### config.mk
export PLATFORM = sky130hd
export DESIGN_NAME = hsv_to_rgb_with_luma_core
export DESIGN_NICKNAME = d
export VERILOG_FILES = /design/src/rtl/hsvrgb_pkg.sv /design/src/rtl/hsvrgb_hue.sv /design/src/rtl/hsvrgb_chan.sv /design/src/rtl/hsvrgb_luma.sv /design/src/rtl/hsv_to_rgb_with_luma_core.sv
export SDC_FILE = /design/constraint.sdc
export NUM_CORES = 2
export LEC_CHECK = 0
export BUFFER_PORTS_ARGS = -buffer_cell sky130_fd_sc_hd__buf_4
export CAP_MARGIN = 20
export CORE_UTILIZATION = 59
export CTS_CLUSTER_DIAMETER = 200
export DETAILED_ROUTE_END_ITERATION = 10
export PLACE_DENSITY = 0.85
export SETUP_SLACK_MARGIN = 0.15
export SYNTH_ARGS = -nofsm -noshare
export SYNTH_HDL_FRONTEND = slang
export SYNTH_HIERARCHICAL = 1
export SYNTH_SLANG_ARGS = --single-unit
export TNS_END_PERCENT = 50
### constraint.sdc
create_clock -name clk -period 17.8 [get_ports clk]
set_clock_uncertainty 0.2 [all_clocks]
set_input_delay 0 -clock clk [delete_from_list [all_inputs] [get_ports clk]]
set_output_delay 0 -clock clk [all_outputs]
set_load 0.02 [all_outputs]
### src/rtl/hsvrgb_pkg.sv
package hsvrgb_pkg;

  // Stage count from the accepting edge to the edge at which a result is taken
  localparam int PIPE_DEPTH = 7;

  // Hue sectors of sixty degrees each
  localparam logic [2:0] SECTOR_RED_YEL  = 3'd0;
  localparam logic [2:0] SECTOR_YEL_GRN  = 3'd1;
  localparam logic [2:0] SECTOR_GRN_CYAN = 3'd2;
  localparam logic [2:0] SECTOR_CYAN_BLU = 3'd3;
  localparam logic [2:0] SECTOR_BLU_MAG  = 3'd4;
  localparam logic [2:0] SECTOR_MAG_RED  = 3'd5;

  typedef struct packed {
    logic [15:0] hue;
    logic [7:0]  saturation;
    logic [7:0]  value_pct;
    logic [31:0] duration;
  } item_t;

  typedef struct packed {
    logic [7:0]  red;
    logic [7:0]  green;
    logic [7:0]  blue;
    logic [6:0]  luma_pct;
    logic [31:0] duration_out;
  } result_t;

  // Sector and ramp position, handed from the hue path to the channel path
  typedef struct packed {
    logic [2:0] sector;
    logic [5:0] k;
  } hue_info_t;

endpackage

### src/rtl/hsvrgb_hue.sv
module hsvrgb_hue import hsvrgb_pkg::*; (
  input  logic       clk,
  input  logic [15:0] hue,
  output hue_info_t  info
);

  // floor(2^24 / 360); the quotient comes out exact or one low
  localparam logic [15:0] HUE_RECIP = 16'd46603;

  logic [31:0] q_prod;
  logic [15:0] hue1;
  logic [7:0]  q1;
  logic [16:0] rem;
  logic [9:0]  rem_lo;
  logic [8:0]  h_next;
  logic [8:0]  h2;
  logic [8:0]  hm;
  logic [5:0]  k_next;
  logic [2:0]  sector_next;

  // Stage 1: estimate hue / 360
  assign q_prod = 32'(hue) * 32'(HUE_RECIP);

  always_ff @(posedge clk) begin
    hue1 <= hue;
    q1   <= q_prod[31:24];
  end

  // Stage 2: remainder, with one correction step
  assign rem    = 17'(hue1) - 17'(q1) * 17'd360;
  assign rem_lo = rem[9:0];
  assign h_next = (rem_lo >= 10'd360) ? 9'(rem_lo - 10'd360) : rem_lo[8:0];

  always_ff @(posedge clk) begin
    h2 <= h_next;
  end

  // Stage 3: sector and distance from the nearest primary
  always_comb begin
    if (h2 < 9'd60)       sector_next = SECTOR_RED_YEL;
    else if (h2 < 9'd120) sector_next = SECTOR_YEL_GRN;
    else if (h2 < 9'd180) sector_next = SECTOR_GRN_CYAN;
    else if (h2 < 9'd240) sector_next = SECTOR_CYAN_BLU;
    else if (h2 < 9'd300) sector_next = SECTOR_BLU_MAG;
    else                  sector_next = SECTOR_MAG_RED;
  end

  assign hm = (h2 >= 9'd240) ? (h2 - 9'd240) :
              (h2 >= 9'd120) ? (h2 - 9'd120) : h2;
  assign k_next = (hm >= 9'd60) ? 6'(9'd120 - hm) : hm[5:0];

  always_ff @(posedge clk) begin
    info.sector <= sector_next;
    info.k      <= k_next;
  end

endmodule

### src/rtl/hsvrgb_chan.sv
module hsvrgb_chan import hsvrgb_pkg::*; (
  input  logic       clk,
  input  logic [7:0] saturation,
  input  logic [7:0] value_pct,
  input  hue_info_t  info,
  output logic [7:0] red,
  output logic [7:0] green,
  output logic [7:0] blue
);

  // ceil(2^26 / 375); exact quotient for numerators below 2^17
  localparam logic [17:0] CHAN_RECIP = 18'd178957;
  localparam logic [20:0] HALF_STEP  = 21'd3000;

  // Divide a prescaled numerator (already shifted right by four) by 375
  function automatic logic [7:0] div375(input logic [16:0] y);
    logic [34:0] prod;
    prod = 35'(y) * 35'(CHAN_RECIP);
    return prod[33:26];
  endfunction

  logic [6:0]  v1;
  logic [7:0]  s1;
  logic [6:0]  v2;
  logic [14:0] vs2;
  logic [14:0] vns2;
  logic [20:0] topn3;
  logic [20:0] botn3;
  logic [14:0] vs3;
  logic [20:0] midn;
  logic [16:0] top_y4;
  logic [16:0] bot_y4;
  logic [16:0] mid_y4;
  logic [2:0]  sector4;
  logic [7:0]  top_q;
  logic [7:0]  bot_q;
  logic [7:0]  mid_q;

  // Stage 1: clamp brightness
  always_ff @(posedge clk) begin
    v1 <= (value_pct > 8'd100) ? 7'd100 : value_pct[6:0];
    s1 <= saturation;
  end

  // Stage 2: v * s and v * (255 - s)
  always_ff @(posedge clk) begin
    v2   <= v1;
    vs2  <= 15'(v1) * 15'(s1);
    vns2 <= 15'(v1) * 15'(8'd255 - s1);
  end

  // Stage 3: top and bottom numerators over 6000, top already rounded
  always_ff @(posedge clk) begin
    topn3 <= 21'(v2) * 21'd15300 + HALF_STEP;
    botn3 <= 21'(vns2) * 21'd60;
    vs3   <= vs2;
  end

  // Stage 4: middle numerator, add the rounding half, drop four bits of 6000
  assign midn = botn3 + 21'(vs3) * 21'(info.k) + HALF_STEP;

  always_ff @(posedge clk) begin
    top_y4  <= topn3[20:4];
    bot_y4  <= 17'((botn3 + HALF_STEP) >> 4);
    mid_y4  <= midn[20:4];
    sector4 <= info.sector;
  end

  // Stage 5: finish the division and route to channels by sector
  assign top_q = div375(top_y4);
  assign bot_q = div375(bot_y4);
  assign mid_q = div375(mid_y4);

  always_ff @(posedge clk) begin
    unique case (sector4)
      SECTOR_RED_YEL: begin
        red <= top_q; green <= mid_q; blue <= bot_q;
      end
      SECTOR_YEL_GRN: begin
        red <= mid_q; green <= top_q; blue <= bot_q;
      end
      SECTOR_GRN_CYAN: begin
        red <= bot_q; green <= top_q; blue <= mid_q;
      end
      SECTOR_CYAN_BLU: begin
        red <= bot_q; green <= mid_q; blue <= top_q;
      end
      SECTOR_BLU_MAG: begin
        red <= mid_q; green <= bot_q; blue <= top_q;
      end
      default: begin
        red <= top_q; green <= bot_q; blue <= mid_q;
      end
    endcase
  end

endmodule

### src/rtl/hsvrgb_luma.sv
module hsvrgb_luma import hsvrgb_pkg::*; (
  input  logic       clk,
  input  logic [7:0] red,
  input  logic [7:0] green,
  input  logic [7:0] blue,
  output logic [7:0] red_out,
  output logic [7:0] green_out,
  output logic [7:0] blue_out,
  output logic [6:0] luma_pct
);

  // ceil(2^28 / 1275); exact quotient for values below 2^17
  localparam logic [17:0] LUMA_RECIP = 18'd210538;

  logic [17:0] w6;
  logic [7:0]  red6;
  logic [7:0]  green6;
  logic [7:0]  blue6;
  logic [17:0] z;
  logic [34:0] luma_prod;

  // Stage 6: weighted sum 299r + 587g + 114b
  always_ff @(posedge clk) begin
    w6     <= 18'(red) * 18'd299 + 18'(green) * 18'd587 + 18'(blue) * 18'd114;
    red6   <= red;
    green6 <= green;
    blue6  <= blue;
  end

  // Stage 7: (w + 1275) / 2550, split into a halving and a divide by 1275
  assign z         = w6 + 18'd1275;
  assign luma_prod = 35'(z[17:1]) * 35'(LUMA_RECIP);

  always_ff @(posedge clk) begin
    luma_pct  <= luma_prod[34:28];
    red_out   <= red6;
    green_out <= green6;
    blue_out  <= blue6;
  end

endmodule

### src/rtl/hsv_to_rgb_with_luma_core.sv
// HSV to RGB converter with luma percent.
//
// Input channel: drive item (hue, saturation, value_pct, duration) and raise
// start; a transaction is taken at each rising edge where start is high and
// busy is low. busy is high only while rst is high, so one transaction can
// be taken every clock.
// Result channel: done is high for one cycle with result (red, green, blue,
// luma_pct, duration_out); the result is taken at the edge ending that cycle.
// The receiver cannot stall the block and need not: the pipeline never holds.
// Throughput: one transaction per cycle, set by the seven-stage pipeline
// (hue remainder, sector, products, reciprocal divides, luma sum, luma
// divide) with every multiplier fully pipelined.
// Reset clears the valid bits, so no result comes out for anything in
// flight when rst rises; data registers are not reset.
module hsv_to_rgb_with_luma_core import hsvrgb_pkg::*; (
  input  logic    clk,
  input  logic    rst,
  input  logic    start,
  output logic    busy,
  input  item_t   item,
  output logic    done,
  output result_t result
);

  logic                  accept;
  logic [PIPE_DEPTH-1:0] valid;
  logic [31:0]           dur_pipe [PIPE_DEPTH];
  hue_info_t             info;
  logic [7:0]            red5;
  logic [7:0]            green5;
  logic [7:0]            blue5;
  logic [7:0]            red7;
  logic [7:0]            green7;
  logic [7:0]            blue7;
  logic [6:0]            luma7;

  assign busy   = rst;
  assign accept = start && !busy;

  // Advance the valid bits with the data
  always_ff @(posedge clk) begin
    if (rst) begin
      valid <= '0;
    end else begin
      valid <= {valid[PIPE_DEPTH-2:0], accept};
    end
  end

  // Carry the duration alongside the colour math
  always_ff @(posedge clk) begin
    dur_pipe[0] <= item.duration;
    for (int i = 1; i < PIPE_DEPTH; i++) begin
      dur_pipe[i] <= dur_pipe[i-1];
    end
  end

  hsvrgb_hue u_hue (
    .clk  (clk),
    .hue  (item.hue),
    .info (info)
  );

  hsvrgb_chan u_chan (
    .clk        (clk),
    .saturation (item.saturation),
    .value_pct  (item.value_pct),
    .info       (info),
    .red        (red5),
    .green      (green5),
    .blue       (blue5)
  );

  hsvrgb_luma u_luma (
    .clk       (clk),
    .red       (red5),
    .green     (green5),
    .blue      (blue5),
    .red_out   (red7),
    .green_out (green7),
    .blue_out  (blue7),
    .luma_pct  (luma7)
  );

  assign done                = valid[PIPE_DEPTH-1];
  assign result.red          = red7;
  assign result.green        = green7;
  assign result.blue         = blue7;
  assign result.luma_pct     = luma7;
  assign result.duration_out = dur_pipe[PIPE_DEPTH-1];

endmodule

==> reports/summary.txt <==
Layout cells sized above 1 - 5.40%
Worst flop-to-flop path endpoint - u_luma/luma_pct[5]
Worst setup startpoint - u_luma/w6[7]
Library cells used by synthesis - 105
Fmax - 0.148 GHz
Mapped cell area - 51700 sq um
Initial Util - 59.6%
Antenna Cells - 0
Area growth, synth to finish - 10.7%
R2R depth - 21
DRT iter0 DRCs - 1735
Total CTS buffers - 55
Clock tree buffer depth - 3
Simple-gate portion of the synthesized area - 7.40%
Pre-CTS WS - 11.16 ns
Async set-or-reset flop fraction in the synthesized netlist - 0%
CP endpoint - u_luma/luma_pct[5]
Final period util - 37.9%
Residual DRC - 0
CP Cell Sequence - nor3_4, a31oi_1, o21a_4, nand2_1, xnor2_1, ha_1, xor2_1, ha_1, fa_1, fa_1, fa_1, inv_1, fa_1, inv_1, ha_1, nand4_2, or3_4, nor3_2, a311oi_1, o21ai_1, xor2_1
Critical Path End Type - flop
Pre-Repair DR Iteration Count - 7
CP startpoint kind - flop
Setup violators final - 0
Die Ht - 298 um
Post-DP HPWL - 89.8 mm
FF+latch count, synth - 520
Cell count after synthesis - 5034
Top cell type by total area after synthesis - fa_1
Syn nets - 6804
Avg Cell Area, Syn - 10.3 sq um
Final wirelength - 110 mm
Tightest Pin Transition - 0.991 ns
Via count - 34700
Gpl congestion - 0.950
Post-synthesis adder-cell area fraction - 51.7%
Worst Hold Class - reg2reg
TritonCTS clock tree - yes
WS Path Type - reg2reg
Root Buffer - clkbuf_16
Post-synth top area share - 27.9%
Die width - 298 um
Number of synthesized flops with an enable pin - 0
Initial antenna violation count - 0
FF-to-FF setup slack - 11.05 ns
Via density per instance - 5.33
Max cap viols - 0
Clock-pin slew on the worst setup and hold paths - 0.06 ns
Die Footprint - 88900 sq um
Area contributors post-synth - fa_1, ha_1, dfxtp_1, inv_1, xnor2_1
Post_cts resized - 0
Required @ worst endpoint - 18.14 ns
Final WS setup - 11.05 ns
Critical Path Fanout Max - 7
Largest net degree at the start of global routing - 37
Register area share after synthesis - 20.1%
Vias in the first global route - 37900
Synth Area in Compound Gates - 7.37%
Final Hold Slack - 0.122 ns
Post-synthesis mux area share - 0.201%
Core footprint - 86800 sq um
Ys Warns - 6
Status - finished, final reports clean
Slowest stage delay, CP - 0.59 ns
Worst r2r src - u_luma/w6[7]
Buffers on Ports - 131
ANT nets after route - 0
GR Overflow Total - 0
Fin. max-slew vios - 0
Row count - 108
Final nets - 7077
Min cycle time layout - 6.75 ns
Crit-path slowest cell - xnor2_1
First-pass GRT wire length - 184 mm
Clk_lat worst skew - 0.64 ns
Crit path top cell by count - fa_1
H-tree lvl count - 2
GRT Util Overall - 25.4%
Post-Route Utilization - 66.0%
CP arrival - 7.09 ns
Total I/O pin count - 132
Top_reg_cell synth - dfxtp_1
Fin. Hold Viols - 0
Clock Sink Count - 520
Slew HR - 33.8%
RSZ-0062 raised after global routing - false
Setup tns final - 0 ns
Largest family of logic cells by synthesized area - adder cells
DR WL/cell - 16.8 um
Synthesized-area fraction occupied by xor and xnor cells - 3.79%
==> how the worst min path moves through the flow <==
stage	startpoint	end	slack [ns]	cells after the start
6_report	dur_pipe[4][3]	dur_pipe[5][3]	0.12	0
5_1_grt	u_chan/topn3[18]	u_chan/top_y4[14]	0.12	0
4_1_cts	item[62]	u_hue/q1[6]	0.11	7
3_5_place_dp	item[7]	dur_pipe[0][7]	-0.09	1
3_3_place_gp	item[16]	dur_pipe[0][16]	-0.1	1
2_1_floorplan	item[0]	dur_pipe[0][0]	-0.17	0
==> cell usage after synthesis (7+ instances only) <==
library cell / count
inv_1: 1249
ha_1: 981
fa_1: 722
dfxtp_1: 520
nand2_1: 207
a21oi_1: 161
nor2_1: 138
xnor2_1: 138
o21ai_0: 81
and2_1: 78
nor2b_1: 68
xor2_1: 60
nor3_1: 56
a21o_1: 54
clkbuf_1: 38
nand3_1: 36
nand2b_1: 32
nand4_1: 29
o21a_1: 29
a31oi_1: 27
o211ai_1: 25
a211oi_1: 20
and3_1: 19
o21bai_1: 17
a21boi_0: 11
o31a_1: 11
or2_2: 11
o31ai_1: 10
a2111oi_0: 9
or3_1: 9
a211o_1: 8
a311oi_1: 8
nor4_1: 8
a31o_2: 7
mux2i_1: 7
o21ai_1: 7
==> final cells by class <==
class                      instances  area [sq um]
fill                            6464         29500
clock inverter                    29           427
multi-input combinational       3219         36400
inverter                        1250          4690
sequential                       520         10400
clock buffer                      72          1560
timing repair buffer             261          2280
tap                             1155          1450
==> state kept, by name, indices dropped and copies added (netlist names), 9 cells and up <==
signal and cells:
u_chan/top_y4 17, u_luma/w6 18, u_chan/bot_y4 17, u_chan/vns2 15, u_chan/mid_y4 17, u_hue/info 9
u_chan/vs2 15, u_hue/hue1 10, dur_pipe 224, u_hue/h2 9, u_chan/topn3 17, u_chan/vs3 15
u_chan/botn3 19
==> metrics by stage <==
stage / std cells / area [sq um]
3_5_place_dp: 6277 / 54000
3_3_place_gp: 6277 / 54000
6_report: 6506 / 57200
4_1_cts: 6506 / 57200
2_1_floorplan: 5034 / 51700
5_1_grt: 6506 / 57200
==> per-layer routing <==
layer  vias up  wire length, um  global-route usage, %
met3       228             5220                   3.52
met5         -                0                      0
li1      16500                -                      -
met2       880            56400                   46.4
met1     17000            44700                   30.5
met4         0             3280                   7.92
==> cell families after synthesis <==
group / count (synthesis)
XOR/XNOR: 207
adder cells (fa/ha/maj): 1703
AND/OR/NAND/NOR: 738
buffers and inverters: 1295
flip-flops: 520
multiplexers: 10
AO/OA/AOI/OAI: 561
==> repair_timing <==
action / CTS / global route
hold endpoints to repair: 65 / 0
buffers inserted: 0 / 0
hold buffers: 128 / 0
==> layout by cell type (no fill, tap or decap), types with 8 or more instances in the layout <==
| master | instances |
|---|---|
| clkbuf_8 | 10 |
| nand3_1 | 36 |
| o211ai_1 | 25 |
| xor2_1 | 60 |
| o21ai_0 | 81 |
| a21boi_0 | 11 |
| o21a_1 | 29 |
| dlygate4sd3_1 | 128 |
| nor4_1 | 8 |
| and3_1 | 19 |
| inv_1 | 1249 |
| a21o_1 | 54 |
| xnor2_1 | 138 |
| nor3_1 | 56 |
| nor2b_1 | 68 |
| clkbuf_16 | 56 |
| a311oi_1 | 8 |
| and2_1 | 78 |
| o31ai_1 | 10 |
| a31oi_1 | 27 |
| buf_4 | 133 |
| nor2_1 | 138 |
| a211o_1 | 8 |
| or3_1 | 9 |
| a21oi_1 | 161 |
| nand2b_1 | 32 |
| fa_1 | 722 |
| dfxtp_1 | 520 |
| a211oi_1 | 20 |
| ha_1 | 981 |
| o31a_1 | 11 |
| nand4_1 | 29 |
| a2111oi_0 | 9 |
| or2_2 | 11 |
| nand2_1 | 207 |
| o21bai_1 | 17 |
==> critical path, delay by kind of cell, from the launching register on <==
kind / cells / cell delay [ns]
AOI/OAI and AO/OA: 4 / 0.77
xor gates and xnor gates: 3 / 0.93
adders and majority gates: 7 / 3.06
buffers and inverters: 2 / 0.10
DFF: 1 / 0.51
and+or+nand+nor: 5 / 1.08
Power is left out: the tool's default activity adds up to more than one toggle a clock period on the data nets, which glitch-free logic cannot reach.
